## config.mk

```make
export PLATFORM = sky130hd
export DESIGN_NAME = touch_centroid_and_spread
export DESIGN_NICKNAME = d
export VERILOG_FILES = /design/src/tcs_pkg.sv /design/src/touch_centroid_and_spread.sv /design/src/tcs_sequencer.sv /design/src/tcs_datapath.sv
export SDC_FILE = /design/constraint.sdc
export NUM_CORES = 2
export LEC_CHECK = 0
export BUFFER_PORTS_ARGS = -buffer_cell sky130_fd_sc_hd__clkbuf_2
export CAP_MARGIN = 40
export CELL_PAD_IN_SITES_DETAIL_PLACEMENT = 0
export CELL_PAD_IN_SITES_GLOBAL_PLACEMENT = 1
export CORE_MARGIN = 4
export CORE_UTILIZATION = 52
export CTS_BUF_LIST = sky130_fd_sc_hd__clkbuf_2
export CTS_CLUSTER_DIAMETER = 150
export DETAILED_ROUTE_END_ITERATION = 16
export PLACE_DENSITY = 0.89
export SETUP_SLACK_MARGIN = 0.3
export SYNTH_ARGS = -nofsm -noshare
export SYNTH_HDL_FRONTEND = slang
export SYNTH_SLANG_ARGS = --single-unit
export TNS_END_PERCENT = 10
```

## constraint.sdc

```tcl
create_clock -name clk -period 12.04 [get_ports clk]
set_input_delay 1.806 -clock clk [delete_from_list [all_inputs] [get_ports clk]]
set_output_delay 1.806 -clock clk [all_outputs]
set_load 0.05 [all_outputs]
```

## src/tcs_pkg.sv

```systemverilog
package tcs_pkg;

  localparam int SAMPLE_W     = 16;
  localparam int OUT_W        = 16;
  localparam int CHANNELS_DEF = 26;
  localparam logic [SAMPLE_W-1:0] THRESH_RESET = 16'd3276;

  // Chunk width of the shared multiplier; its y operand is split into two chunks
  localparam int MUL_CHUNK = 17;
  localparam int MUL_Y_W   = 2 * MUL_CHUNK;

  // Fraction bits of the spread quotient, quotient bits of the position
  localparam int FRAC_SHIFT = 26;
  localparam int POS_QB     = 16;

  localparam int PC_W = 4;

  typedef enum logic [3:0] {
    OP_NOP,
    OP_ACCUM,
    OP_CLR,
    OP_MUL_SQ,
    OP_MUL_WW,
    OP_MUL_SS,
    OP_MOVT,
    OP_SUBT,
    OP_PREP_SPR,
    OP_DIV,
    OP_PREP_SQRT,
    OP_SQRT,
    OP_SET_SPR,
    OP_PREP_POS,
    OP_SET_POS,
    OP_EMIT
  } op_t;

  typedef enum logic [2:0] {
    COND_NEXT,
    COND_FRAME,
    COND_SZERO,
    COND_EMIT,
    COND_JUMP
  } cond_t;

  typedef enum logic [2:0] {
    LOOP_ONE,
    LOOP_MUL,
    LOOP_DIVS,
    LOOP_DIVP,
    LOOP_SQRT
  } loop_t;

  typedef struct packed {
    op_t             op;
    loop_t           lsel;
    cond_t           cond;
    logic [PC_W-1:0] target;
  } uword_t;

  // Sequencer to datapath
  typedef struct packed {
    op_t  op;
    logic first;
  } dp_ctl_t;

  // Datapath to sequencer
  typedef struct packed {
    logic frame_done;
    logic s_zero;
    logic out_free;
  } dp_stat_t;

  localparam logic [PC_W-1:0] STEP_ACCUM     = 4'd0;
  localparam logic [PC_W-1:0] STEP_CHECK     = 4'd1;
  localparam logic [PC_W-1:0] STEP_MUL_SQ    = 4'd2;
  localparam logic [PC_W-1:0] STEP_MOVT      = 4'd3;
  localparam logic [PC_W-1:0] STEP_MUL_WW    = 4'd4;
  localparam logic [PC_W-1:0] STEP_SUBT      = 4'd5;
  localparam logic [PC_W-1:0] STEP_MUL_SS    = 4'd6;
  localparam logic [PC_W-1:0] STEP_PREP_SPR  = 4'd7;
  localparam logic [PC_W-1:0] STEP_DIV_SPR   = 4'd8;
  localparam logic [PC_W-1:0] STEP_PREP_SQRT = 4'd9;
  localparam logic [PC_W-1:0] STEP_SQRT      = 4'd10;
  localparam logic [PC_W-1:0] STEP_SET_SPR   = 4'd11;
  localparam logic [PC_W-1:0] STEP_PREP_POS  = 4'd12;
  localparam logic [PC_W-1:0] STEP_DIV_POS   = 4'd13;
  localparam logic [PC_W-1:0] STEP_SET_POS   = 4'd14;
  localparam logic [PC_W-1:0] STEP_EMIT      = 4'd15;

  // Frame program: accumulate; if S is nonzero, n = S*Q - W*W, spread = isqrt(n*2^26 / 25S^2),
  // position = W*2^15 / ((CHANNELS-1)*S), else both zero; then hand the result to the output register.
  function automatic uword_t ucode_rom(input logic [PC_W-1:0] pc);
    uword_t uw;
    uw = '{op: OP_NOP, lsel: LOOP_ONE, cond: COND_JUMP, target: STEP_ACCUM};
    case (pc)
      STEP_ACCUM:     uw = '{OP_ACCUM,     LOOP_ONE,  COND_FRAME, STEP_ACCUM};
      STEP_CHECK:     uw = '{OP_CLR,       LOOP_ONE,  COND_SZERO, STEP_EMIT};
      STEP_MUL_SQ:    uw = '{OP_MUL_SQ,    LOOP_MUL,  COND_NEXT,  STEP_ACCUM};
      STEP_MOVT:      uw = '{OP_MOVT,      LOOP_ONE,  COND_NEXT,  STEP_ACCUM};
      STEP_MUL_WW:    uw = '{OP_MUL_WW,    LOOP_MUL,  COND_NEXT,  STEP_ACCUM};
      STEP_SUBT:      uw = '{OP_SUBT,      LOOP_ONE,  COND_NEXT,  STEP_ACCUM};
      STEP_MUL_SS:    uw = '{OP_MUL_SS,    LOOP_MUL,  COND_NEXT,  STEP_ACCUM};
      STEP_PREP_SPR:  uw = '{OP_PREP_SPR,  LOOP_ONE,  COND_NEXT,  STEP_ACCUM};
      STEP_DIV_SPR:   uw = '{OP_DIV,       LOOP_DIVS, COND_NEXT,  STEP_ACCUM};
      STEP_PREP_SQRT: uw = '{OP_PREP_SQRT, LOOP_ONE,  COND_NEXT,  STEP_ACCUM};
      STEP_SQRT:      uw = '{OP_SQRT,      LOOP_SQRT, COND_NEXT,  STEP_ACCUM};
      STEP_SET_SPR:   uw = '{OP_SET_SPR,   LOOP_ONE,  COND_NEXT,  STEP_ACCUM};
      STEP_PREP_POS:  uw = '{OP_PREP_POS,  LOOP_ONE,  COND_NEXT,  STEP_ACCUM};
      STEP_DIV_POS:   uw = '{OP_DIV,       LOOP_DIVP, COND_NEXT,  STEP_ACCUM};
      STEP_SET_POS:   uw = '{OP_SET_POS,   LOOP_ONE,  COND_NEXT,  STEP_ACCUM};
      STEP_EMIT:      uw = '{OP_EMIT,      LOOP_ONE,  COND_EMIT,  STEP_ACCUM};
      default:        uw = '{OP_NOP,       LOOP_ONE,  COND_JUMP,  STEP_ACCUM};
    endcase
    return uw;
  endfunction

endpackage

```

## src/touch_centroid_and_spread.sv

```systemverilog
// Accepts one sample beat per cycle while a frame is being collected.
// After the last channel of a frame the shared datapath forms the products and runs the
// bit-serial divide and square root loops for the spread, then the position divide; when no
// channel counted it goes straight to the result beat. SQB, the spread quotient width, sets
// the spread loop lengths. Samples stall until the result beat enters the output register.
// Synchronous active-low reset clears the sums, channel index and output valid, and loads 3276.
module touch_centroid_and_spread #(
  parameter int CHANNELS = tcs_pkg::CHANNELS_DEF
) (
  input  logic                         clk,
  input  logic                         rst_n,
  input  logic                         in_valid,
  output logic                         in_stall,
  input  logic [tcs_pkg::SAMPLE_W-1:0] in_sample,
  output logic                         out_valid,
  input  logic                         out_stall,
  output logic                         out_touched,
  output logic [tcs_pkg::OUT_W-1:0]    out_position,
  output logic [tcs_pkg::OUT_W-1:0]    out_spread,
  input  logic                         cfg_valid,
  output logic                         cfg_ready,
  input  logic [tcs_pkg::SAMPLE_W-1:0] cfg_detect_threshold
);
  import tcs_pkg::*;

  localparam longint unsigned RMAX = 64'd65535;
  localparam int CH_W  = $clog2(CHANNELS);
  localparam int I2_W  = $clog2((CHANNELS - 1) * (CHANNELS - 1) + 1);
  localparam int S_W   = $clog2(RMAX * CHANNELS + 1);
  localparam int W_W   = $clog2(RMAX * ((CHANNELS * (CHANNELS - 1)) / 2) + 1);
  localparam int Q_W   =
    $clog2(RMAX * (((CHANNELS - 1) * CHANNELS * (2 * CHANNELS - 1)) / 6) + 1);
  localparam int X_W   = (S_W > W_W) ? S_W : W_W;
  localparam int AW    = X_W + MUL_Y_W;
  localparam int NW    = S_W + Q_W;
  localparam int RW    = 2 * S_W + 5;
  // Spread quotient bound: variance <= (CHANNELS-1)^2/4, scaled by 2^26/25
  localparam longint unsigned QMAX =
    ((CHANNELS - 1) * (CHANNELS - 1) * (64'd1 << (FRAC_SHIFT - 2))) / 25;
  localparam int SQ_RAW = $clog2(QMAX + 1);
  localparam int SQ_MIN = (SQ_RAW > FRAC_SHIFT + 2) ? SQ_RAW : FRAC_SHIFT + 2;
  localparam int SQB    = ((SQ_MIN + 1) / 2) * 2;
  localparam int RTB    = SQB / 2;
  localparam int CW     = $clog2(SQB + 1);

  dp_ctl_t  ctl;
  dp_stat_t stat;

  tcs_sequencer #(
    .SQB (SQB),
    .RTB (RTB),
    .CW  (CW)
  ) u_seq (
    .clk   (clk),
    .rst_n (rst_n),
    .stat  (stat),
    .ctl   (ctl)
  );

  tcs_datapath #(
    .CHANNELS (CHANNELS),
    .CH_W     (CH_W),
    .I2_W     (I2_W),
    .S_W      (S_W),
    .W_W      (W_W),
    .Q_W      (Q_W),
    .X_W      (X_W),
    .AW       (AW),
    .NW       (NW),
    .RW       (RW),
    .SQB      (SQB),
    .RTB      (RTB)
  ) u_dp (
    .clk                  (clk),
    .rst_n                (rst_n),
    .ctl                  (ctl),
    .stat                 (stat),
    .in_valid             (in_valid),
    .in_stall             (in_stall),
    .in_sample            (in_sample),
    .out_valid            (out_valid),
    .out_stall            (out_stall),
    .out_touched          (out_touched),
    .out_position         (out_position),
    .out_spread           (out_spread),
    .cfg_valid            (cfg_valid),
    .cfg_ready            (cfg_ready),
    .cfg_detect_threshold (cfg_detect_threshold)
  );

endmodule

```

## src/tcs_sequencer.sv

```systemverilog
module tcs_sequencer #(
  parameter int SQB = 30,
  parameter int RTB = 15,
  parameter int CW  = 5
) (
  input  logic               clk,
  input  logic               rst_n,
  input  tcs_pkg::dp_stat_t  stat,
  output tcs_pkg::dp_ctl_t   ctl
);
  import tcs_pkg::*;

  logic [PC_W-1:0] pc_r, pc_nxt;
  logic [CW-1:0]   cnt_r, cnt_nxt;
  logic [CW-1:0]   cnt_last;
  logic            step_done;
  uword_t          uw;

  // Fetch the control word of the current step
  assign uw = ucode_rom(pc_r);

  // Loop length of the step
  always_comb begin
    case (uw.lsel)
      LOOP_ONE:  cnt_last = '0;
      LOOP_MUL:  cnt_last = CW'(1);
      LOOP_DIVS: cnt_last = CW'(SQB - 1);
      LOOP_DIVP: cnt_last = CW'(POS_QB - 1);
      LOOP_SQRT: cnt_last = CW'(RTB - 1);
      default:   cnt_last = '0;
    endcase
  end

  assign step_done = (cnt_r == cnt_last);

  // Advance the step counter, take jumps
  always_comb begin
    pc_nxt  = pc_r;
    cnt_nxt = '0;
    if (!step_done) begin
      cnt_nxt = cnt_r + CW'(1);
    end else begin
      case (uw.cond)
        COND_NEXT:  pc_nxt = pc_r + PC_W'(1);
        COND_FRAME: pc_nxt = stat.frame_done ? pc_r + PC_W'(1) : pc_r;
        COND_SZERO: pc_nxt = stat.s_zero ? uw.target : pc_r + PC_W'(1);
        COND_EMIT:  pc_nxt = stat.out_free ? uw.target : pc_r;
        COND_JUMP:  pc_nxt = uw.target;
        default:    pc_nxt = uw.target;
      endcase
    end
  end

  always_ff @(posedge clk) begin
    if (!rst_n) begin
      pc_r  <= STEP_ACCUM;
      cnt_r <= '0;
    end else begin
      pc_r  <= pc_nxt;
      cnt_r <= cnt_nxt;
    end
  end

  assign ctl.op    = uw.op;
  assign ctl.first = (cnt_r == '0);

endmodule

```

## src/tcs_datapath.sv

```systemverilog
module tcs_datapath #(
  parameter int CHANNELS = 26,
  parameter int CH_W     = 5,
  parameter int I2_W     = 10,
  parameter int S_W      = 21,
  parameter int W_W      = 25,
  parameter int Q_W      = 29,
  parameter int X_W      = 25,
  parameter int AW       = 59,
  parameter int NW       = 50,
  parameter int RW       = 47,
  parameter int SQB      = 30,
  parameter int RTB      = 15
) (
  input  logic                              clk,
  input  logic                              rst_n,
  input  tcs_pkg::dp_ctl_t                  ctl,
  output tcs_pkg::dp_stat_t                 stat,
  input  logic                              in_valid,
  output logic                              in_stall,
  input  logic [tcs_pkg::SAMPLE_W-1:0]      in_sample,
  output logic                              out_valid,
  input  logic                              out_stall,
  output logic                              out_touched,
  output logic [tcs_pkg::OUT_W-1:0]         out_position,
  output logic [tcs_pkg::OUT_W-1:0]         out_spread,
  input  logic                              cfg_valid,
  output logic                              cfg_ready,
  input  logic [tcs_pkg::SAMPLE_W-1:0]      cfg_detect_threshold
);
  import tcs_pkg::*;

  localparam int PW  = X_W + MUL_CHUNK;
  localparam int SRW = RTB + 3;
  localparam int LW  = SQB;

  // Control state
  logic [SAMPLE_W-1:0] thr_r, thr_nxt;
  logic [CH_W-1:0]     chan_r, chan_nxt;
  logic [I2_W-1:0]     i2_r, i2_nxt;
  logic [S_W-1:0]      s_r, s_nxt;
  logic [W_W-1:0]      w_r, w_nxt;
  logic [Q_W-1:0]      q_r, q_nxt;
  logic                out_valid_r, out_valid_nxt;

  // Working registers
  logic [AW-1:0]       acc_r, acc_nxt;
  logic [NW-1:0]       t_r, t_nxt;
  logic [RW-1:0]       dvs_r, dvs_nxt;
  logic [RW-1:0]       rem_r, rem_nxt;
  logic [LW-1:0]       low_r, low_nxt;
  logic [SQB-1:0]      quo_r, quo_nxt;
  logic [SRW-1:0]      srem_r, srem_nxt;
  logic [RTB-1:0]      root_r, root_nxt;
  logic [OUT_W-1:0]    pos_r, pos_nxt;
  logic [OUT_W-1:0]    spr_r, spr_nxt;
  logic                touched_r, touched_nxt;
  logic [OUT_W-1:0]    out_pos_r, out_pos_nxt;
  logic [OUT_W-1:0]    out_spr_r, out_spr_nxt;

  logic                in_fire, out_fire, last_chan, out_free;
  logic [W_W-1:0]      prod_w;
  logic [Q_W-1:0]      prod_q;
  logic [X_W-1:0]      mx;
  logic [MUL_Y_W-1:0]  my;
  logic [MUL_CHUNK-1:0] mchunk;
  logic [PW-1:0]       prod;
  logic [RW:0]         dtrial;
  logic [SRW-1:0]      sshift, ssub;
  logic                sge;

  // Handshakes
  assign in_stall  = (ctl.op != OP_ACCUM);
  assign in_fire   = in_valid && !in_stall;
  assign out_fire  = out_valid_r && !out_stall;
  assign out_free  = !out_valid_r || !out_stall;
  assign last_chan = (chan_r == CH_W'(CHANNELS - 1));
  assign cfg_ready = 1'b1;

  assign stat.frame_done = in_fire && last_chan;
  assign stat.s_zero     = (s_r == '0);
  assign stat.out_free   = out_free;

  // Per-sample weights
  assign prod_w = W_W'(chan_r) * W_W'(in_sample);
  assign prod_q = Q_W'(i2_r) * Q_W'(in_sample);

  // Multiplier operand select, one 17-bit chunk of y per cycle
  always_comb begin
    case (ctl.op)
      OP_MUL_SQ: begin
        mx = X_W'(s_r);
        my = MUL_Y_W'(q_r);
      end
      OP_MUL_WW: begin
        mx = X_W'(w_r);
        my = MUL_Y_W'(w_r);
      end
      default: begin
        mx = X_W'(s_r);
        my = MUL_Y_W'(s_r);
      end
    endcase
  end

  assign mchunk = ctl.first ? my[MUL_CHUNK-1:0] : my[MUL_Y_W-1:MUL_CHUNK];
  assign prod   = PW'(mx) * PW'(mchunk);

  // Restoring divide step
  assign dtrial = {rem_r, low_r[LW-1]} - {1'b0, dvs_r};

  // Square root digit step
  assign sshift = {srem_r[SRW-3:0], low_r[LW-1:LW-2]};
  assign ssub   = SRW'({root_r, 2'b01});
  assign sge    = (sshift >= ssub);

  // Next values for the current step
  always_comb begin
    thr_nxt       = thr_r;
    chan_nxt      = chan_r;
    i2_nxt        = i2_r;
    s_nxt         = s_r;
    w_nxt         = w_r;
    q_nxt         = q_r;
    out_valid_nxt = out_valid_r;
    acc_nxt       = acc_r;
    t_nxt         = t_r;
    dvs_nxt       = dvs_r;
    rem_nxt       = rem_r;
    low_nxt       = low_r;
    quo_nxt       = quo_r;
    srem_nxt      = srem_r;
    root_nxt      = root_r;
    pos_nxt       = pos_r;
    spr_nxt       = spr_r;
    touched_nxt   = touched_r;
    out_pos_nxt   = out_pos_r;
    out_spr_nxt   = out_spr_r;

    if (cfg_valid) begin
      thr_nxt = cfg_detect_threshold;
    end
    if (out_fire) begin
      out_valid_nxt = 1'b0;
    end

    case (ctl.op)
      OP_ACCUM: begin
        if (in_fire) begin
          if (in_sample > thr_r) begin
            s_nxt = s_r + S_W'(in_sample);
            w_nxt = w_r + prod_w;
            q_nxt = q_r + prod_q;
          end
          if (last_chan) begin
            chan_nxt = '0;
            i2_nxt   = '0;
          end else begin
            chan_nxt = chan_r + CH_W'(1);
            i2_nxt   = i2_r + I2_W'({chan_r, 1'b1});
          end
        end
      end
      OP_CLR: begin
        pos_nxt = '0;
        spr_nxt = '0;
      end
      OP_MUL_SQ, OP_MUL_WW, OP_MUL_SS: begin
        acc_nxt = ctl.first ? AW'(prod) : acc_r + (AW'(prod) << MUL_CHUNK);
      end
      OP_MOVT: begin
        t_nxt = NW'(acc_r);
      end
      OP_SUBT: begin
        t_nxt = t_r - NW'(acc_r);
      end
      OP_PREP_SPR: begin
        // 25*S^2; the remainder starts with the bits above the quotient range
        dvs_nxt = (RW'(acc_r) << 4) + (RW'(acc_r) << 3) + RW'(acc_r);
        rem_nxt = RW'(t_r >> (SQB - FRAC_SHIFT));
        low_nxt = {t_r[SQB-FRAC_SHIFT-1:0], {FRAC_SHIFT{1'b0}}};
        quo_nxt = '0;
      end
      OP_DIV: begin
        if (!dtrial[RW]) begin
          rem_nxt = dtrial[RW-1:0];
        end else begin
          rem_nxt = {rem_r[RW-2:0], low_r[LW-1]};
        end
        low_nxt = {low_r[LW-2:0], 1'b0};
        quo_nxt = {quo_r[SQB-2:0], !dtrial[RW]};
      end
      OP_PREP_SQRT: begin
        low_nxt  = LW'(quo_r);
        srem_nxt = '0;
        root_nxt = '0;
      end
      OP_SQRT: begin
        srem_nxt = sge ? sshift - ssub : sshift;
        root_nxt = {root_r[RTB-2:0], sge};
        low_nxt  = {low_r[LW-3:0], 2'b00};
      end
      OP_SET_SPR: begin
        spr_nxt = OUT_W'(root_r);
      end
      OP_PREP_POS: begin
        // W*2^15 / ((CHANNELS-1)*S), quotient fits in 16 bits
        dvs_nxt = RW'(s_r) * RW'(CHANNELS - 1);
        rem_nxt = RW'(w_r >> 1);
        low_nxt = {w_r[0], {(LW - 1){1'b0}}};
        quo_nxt = '0;
      end
      OP_SET_POS: begin
        pos_nxt = OUT_W'(quo_r);
      end
      OP_EMIT: begin
        if (out_free) begin
          touched_nxt   = (s_r != '0);
          out_pos_nxt   = pos_r;
          out_spr_nxt   = spr_r;
          out_valid_nxt = 1'b1;
          s_nxt         = '0;
          w_nxt         = '0;
          q_nxt         = '0;
        end
      end
      default: begin
      end
    endcase
  end

  // Control state with reset
  always_ff @(posedge clk) begin
    if (!rst_n) begin
      thr_r       <= THRESH_RESET;
      chan_r      <= '0;
      i2_r        <= '0;
      s_r         <= '0;
      w_r         <= '0;
      q_r         <= '0;
      out_valid_r <= 1'b0;
    end else begin
      thr_r       <= thr_nxt;
      chan_r      <= chan_nxt;
      i2_r        <= i2_nxt;
      s_r         <= s_nxt;
      w_r         <= w_nxt;
      q_r         <= q_nxt;
      out_valid_r <= out_valid_nxt;
    end
  end

  // Working and result registers
  always_ff @(posedge clk) begin
    acc_r     <= acc_nxt;
    t_r       <= t_nxt;
    dvs_r     <= dvs_nxt;
    rem_r     <= rem_nxt;
    low_r     <= low_nxt;
    quo_r     <= quo_nxt;
    srem_r    <= srem_nxt;
    root_r    <= root_nxt;
    pos_r     <= pos_nxt;
    spr_r     <= spr_nxt;
    touched_r <= touched_nxt;
    out_pos_r <= out_pos_nxt;
    out_spr_r <= out_spr_nxt;
  end

  assign out_valid    = out_valid_r;
  assign out_touched  = touched_r;
  assign out_position = out_pos_r;
  assign out_spread   = out_spr_r;

endmodule

```

==> metrics <==
status completed; Pleak 28.26 nW; cell taking the most area after synthesis fa_1; CP peak stage delay between 0.7 and 0.8 ns; RD Place Congestion roughly 0.95; area grow syn2layout 5.244%; Slew Limit Fails 0; Max Cap Viol 0; All-Layer GR Usage between 20% and 30%; sequential fraction of the synthesis area between 20% and 30%; post-synthesis mux area share approximately 1.2%; Req. time, crit path ~13 ns; Bufs on Longest Clock Path 3; RSZ-0062 raised after global routing no; total I/O pin count 73; dpl hpwl approximately 120000 um; Die H 335.6 um; total congestion overflow 0; main combinational cell family by area after synthesis adder cells; Die ar. approximately 110000 um2; total negative slack 0 ns; Remaining DRCs 0; fraction of layout instances using a drive strength above 1 under 10%; worst skew pair latency about 1.4 ns; post-synth cell types 84; Critical Path End Type register; final wirelength about 160000 um; CP Max Fanout 21; WS Path Type register to register; clock root buffer clkbuf_2; Power, Total between 0.009 and 0.01 W; XOR/XNOR share of the synthesized area under 10%; vias in the first global route between 40000 and 50000; post-synth top area share between 20% and 30%; Least-Margin Pin Slew 0.9739 ns; CTS tree yes; Setup violations, final 0; period utilisation layout a little under nine tenths; clk slew on worst S/H paths roughly 0.11 ns; drt pass-1 iters 10; worst hold path type register to register; critical-path cell with the highest stage delay a21o_1; Finished Layout Cells between 7000 and 8000; synth cell count leaders inv_1 (920), nand2_1 (815), fa_1 (605); DR WL/cell between 20 and 25 um; CTS buffer count 130; Buf/Inv on CP 6; pwr dens between 150 and 200 nW/um2; Synth warnings 0; Mapped Area 55810 um2; Post-synth top flop edfxtp_1; Syn Inst Count between 6000 and 7000; via count 44920; Die Wd 335.6 um; Inst Count DP approximately 7500; clock sink count ~470; number of flops mapped to enable cells by yosys approximately 350; # port buffers 70; average size of a mapped cell 8.934 um2; largest net degree at the start of global routing 91; NumNets Final 7421; setup bufs post-CTS 0; Cell Rows between 100 and 150; Hold Buf Count CTS 0; CP delay by family, top adder cells; Synth Register Bits between 400 and 500; compound-gate portion of the synthesized area 14.14%; Fin Clk Skew 0.1350 ns; # resized after CTS 0; core area ~110000 um2; Worst path most repeated cell fa_1; fin crit period roughly 10 ns; top-count cell post-synth inv_1; r2r setup slk between 1.5 and 2 ns; placed inst area ~57000 um2; fmax a little under 100 MHz; Async S/R FF share, synth 0%; Fin. Hold Viols 0; Initial Utilization about 53%; Rel. slew slack approximately a third; H-tree levels 4; DR iter-0 viols about 3600; Fill cells 9559; Design Area, Final 58740 um2; VDD IR max approximately 0.00014 V; CP arrival ~11 ns; DRT antenna net count 0; initial antenna violation count 4; Syn Nets 7417; worst hold slack 0.4247 ns; Avg Vias per Cell 5.798; Synth Area in Simple Gates 15.33%; ranking of synthesized cells by area fa_1 (22%), edfxtp_1 (19%), ha_1 (12%); CP Launch Type register; Adder-Cell Fraction of Synth Area roughly 34%; first-pass GRT wire length approximately 250000 um
==> report_power, final <==
part | total (W) | internal, W | switching [W]
clock | 0.00123 | 0.000457 | 0.000776
sequential | 0.00244 | 0.00213 | 0.000311
combinational | 0.00539 | 0.00207 | 0.00332
==> flip-flops by register name (all words and copies together) (netlist names), 21 cells and up <==
register,count
u_dp.s_r,21
u_dp.acc_r,50
u_dp.quo_r,30
u_dp.q_r,29
u_dp.rem_r,47
u_dp.w_r,25
u_dp.dvs_r,47
u_dp.low_r,30
u_dp.t_r,50
==> stage by stage <==
step / setup WS [ns] / util, %
final: 1.761 / 55.48
after global routing: 0.9903 / 55.47
after CTS: 1.912 / 55.47
after detailed placement: 1.906 / 54.29
after global placement: 2.115 / 54.19
after floorplan: 2.842 / -
==> final timing paths <==
check / start / end / depth (start not counted)
setup / recovery: u_seq.uw[12]$_DFF_P_ / u_dp.acc_r[49]$_SDFFCE_PP0N_ / 39
hold / removal: u_dp.pos_r[4]$_SDFFCE_PN0P_ / u_dp.out_position[4]$_DFFE_PP_ / 0
setup reg to reg: u_seq.uw[12]$_DFF_P_ / u_dp.acc_r[49]$_SDFFCE_PP0N_ / 39
hold reg to reg: u_dp.pos_r[4]$_SDFFCE_PN0P_ / u_dp.out_position[4]$_DFFE_PP_ / 0
==> cells in the final DEF (no fill, tap or decap), drive strengths merged, types with 56 or more instances in the layout <==
| cell | count |
|---|---|
| ha | 528 |
| xor2 | 111 |
| mux2i | 62 |
| nor2b | 57 |
| nor2 | 415 |
| nand3 | 86 |
| nand2b | 56 |
| clkbuf | 251 |
| a21o | 175 |
| inv | 926 |
| edfxtp | 348 |
| a21oi | 352 |
| o21ai | 299 |
| fa | 605 |
| dfxtp | 126 |
| and2 | 212 |
| buf | 61 |
| nand2 | 816 |
| xnor2 | 175 |
==> logic make-up (layout without fill, tap and decap cells) <==
logic type | after synthesis | count (layout)
and+or+nand+nor | 1876 | 1876
AOI/OAI and AO/OA | 1232 | 1232
buffers and inverters | 1179 | 1283
adders and majority gates | 1133 | 1133
DFF | 474 | 474
xor gates and xnor gates | 286 | 286
muxes | 65 | 65
other | 2 | 8
==> metal layers <==
layer | GRT usage [%] | share of wire, %
met2 | 45.26 | 46
met4 | 10.80 | 3.9
met1 | 38.30 | 43
met3 | 5.240 | 7.9
met5 | 0 | 0.026
==> area by class of cell <==
cell class	instances	area [um2]	share of cell area, %
antenna	6	15.01	0.02556
clock buffer	181	905.9	1.542
clock inverter	51	347.8	0.5922
inverter	920	3453	5.879
multi-input combinational	4594	38440	65.45
sequential	474	12970	22.09
tap	1391	1740	2.963
timing repair buffer	131	860.8	1.466
No activity file was read; power rests on OpenSTA's default activity.
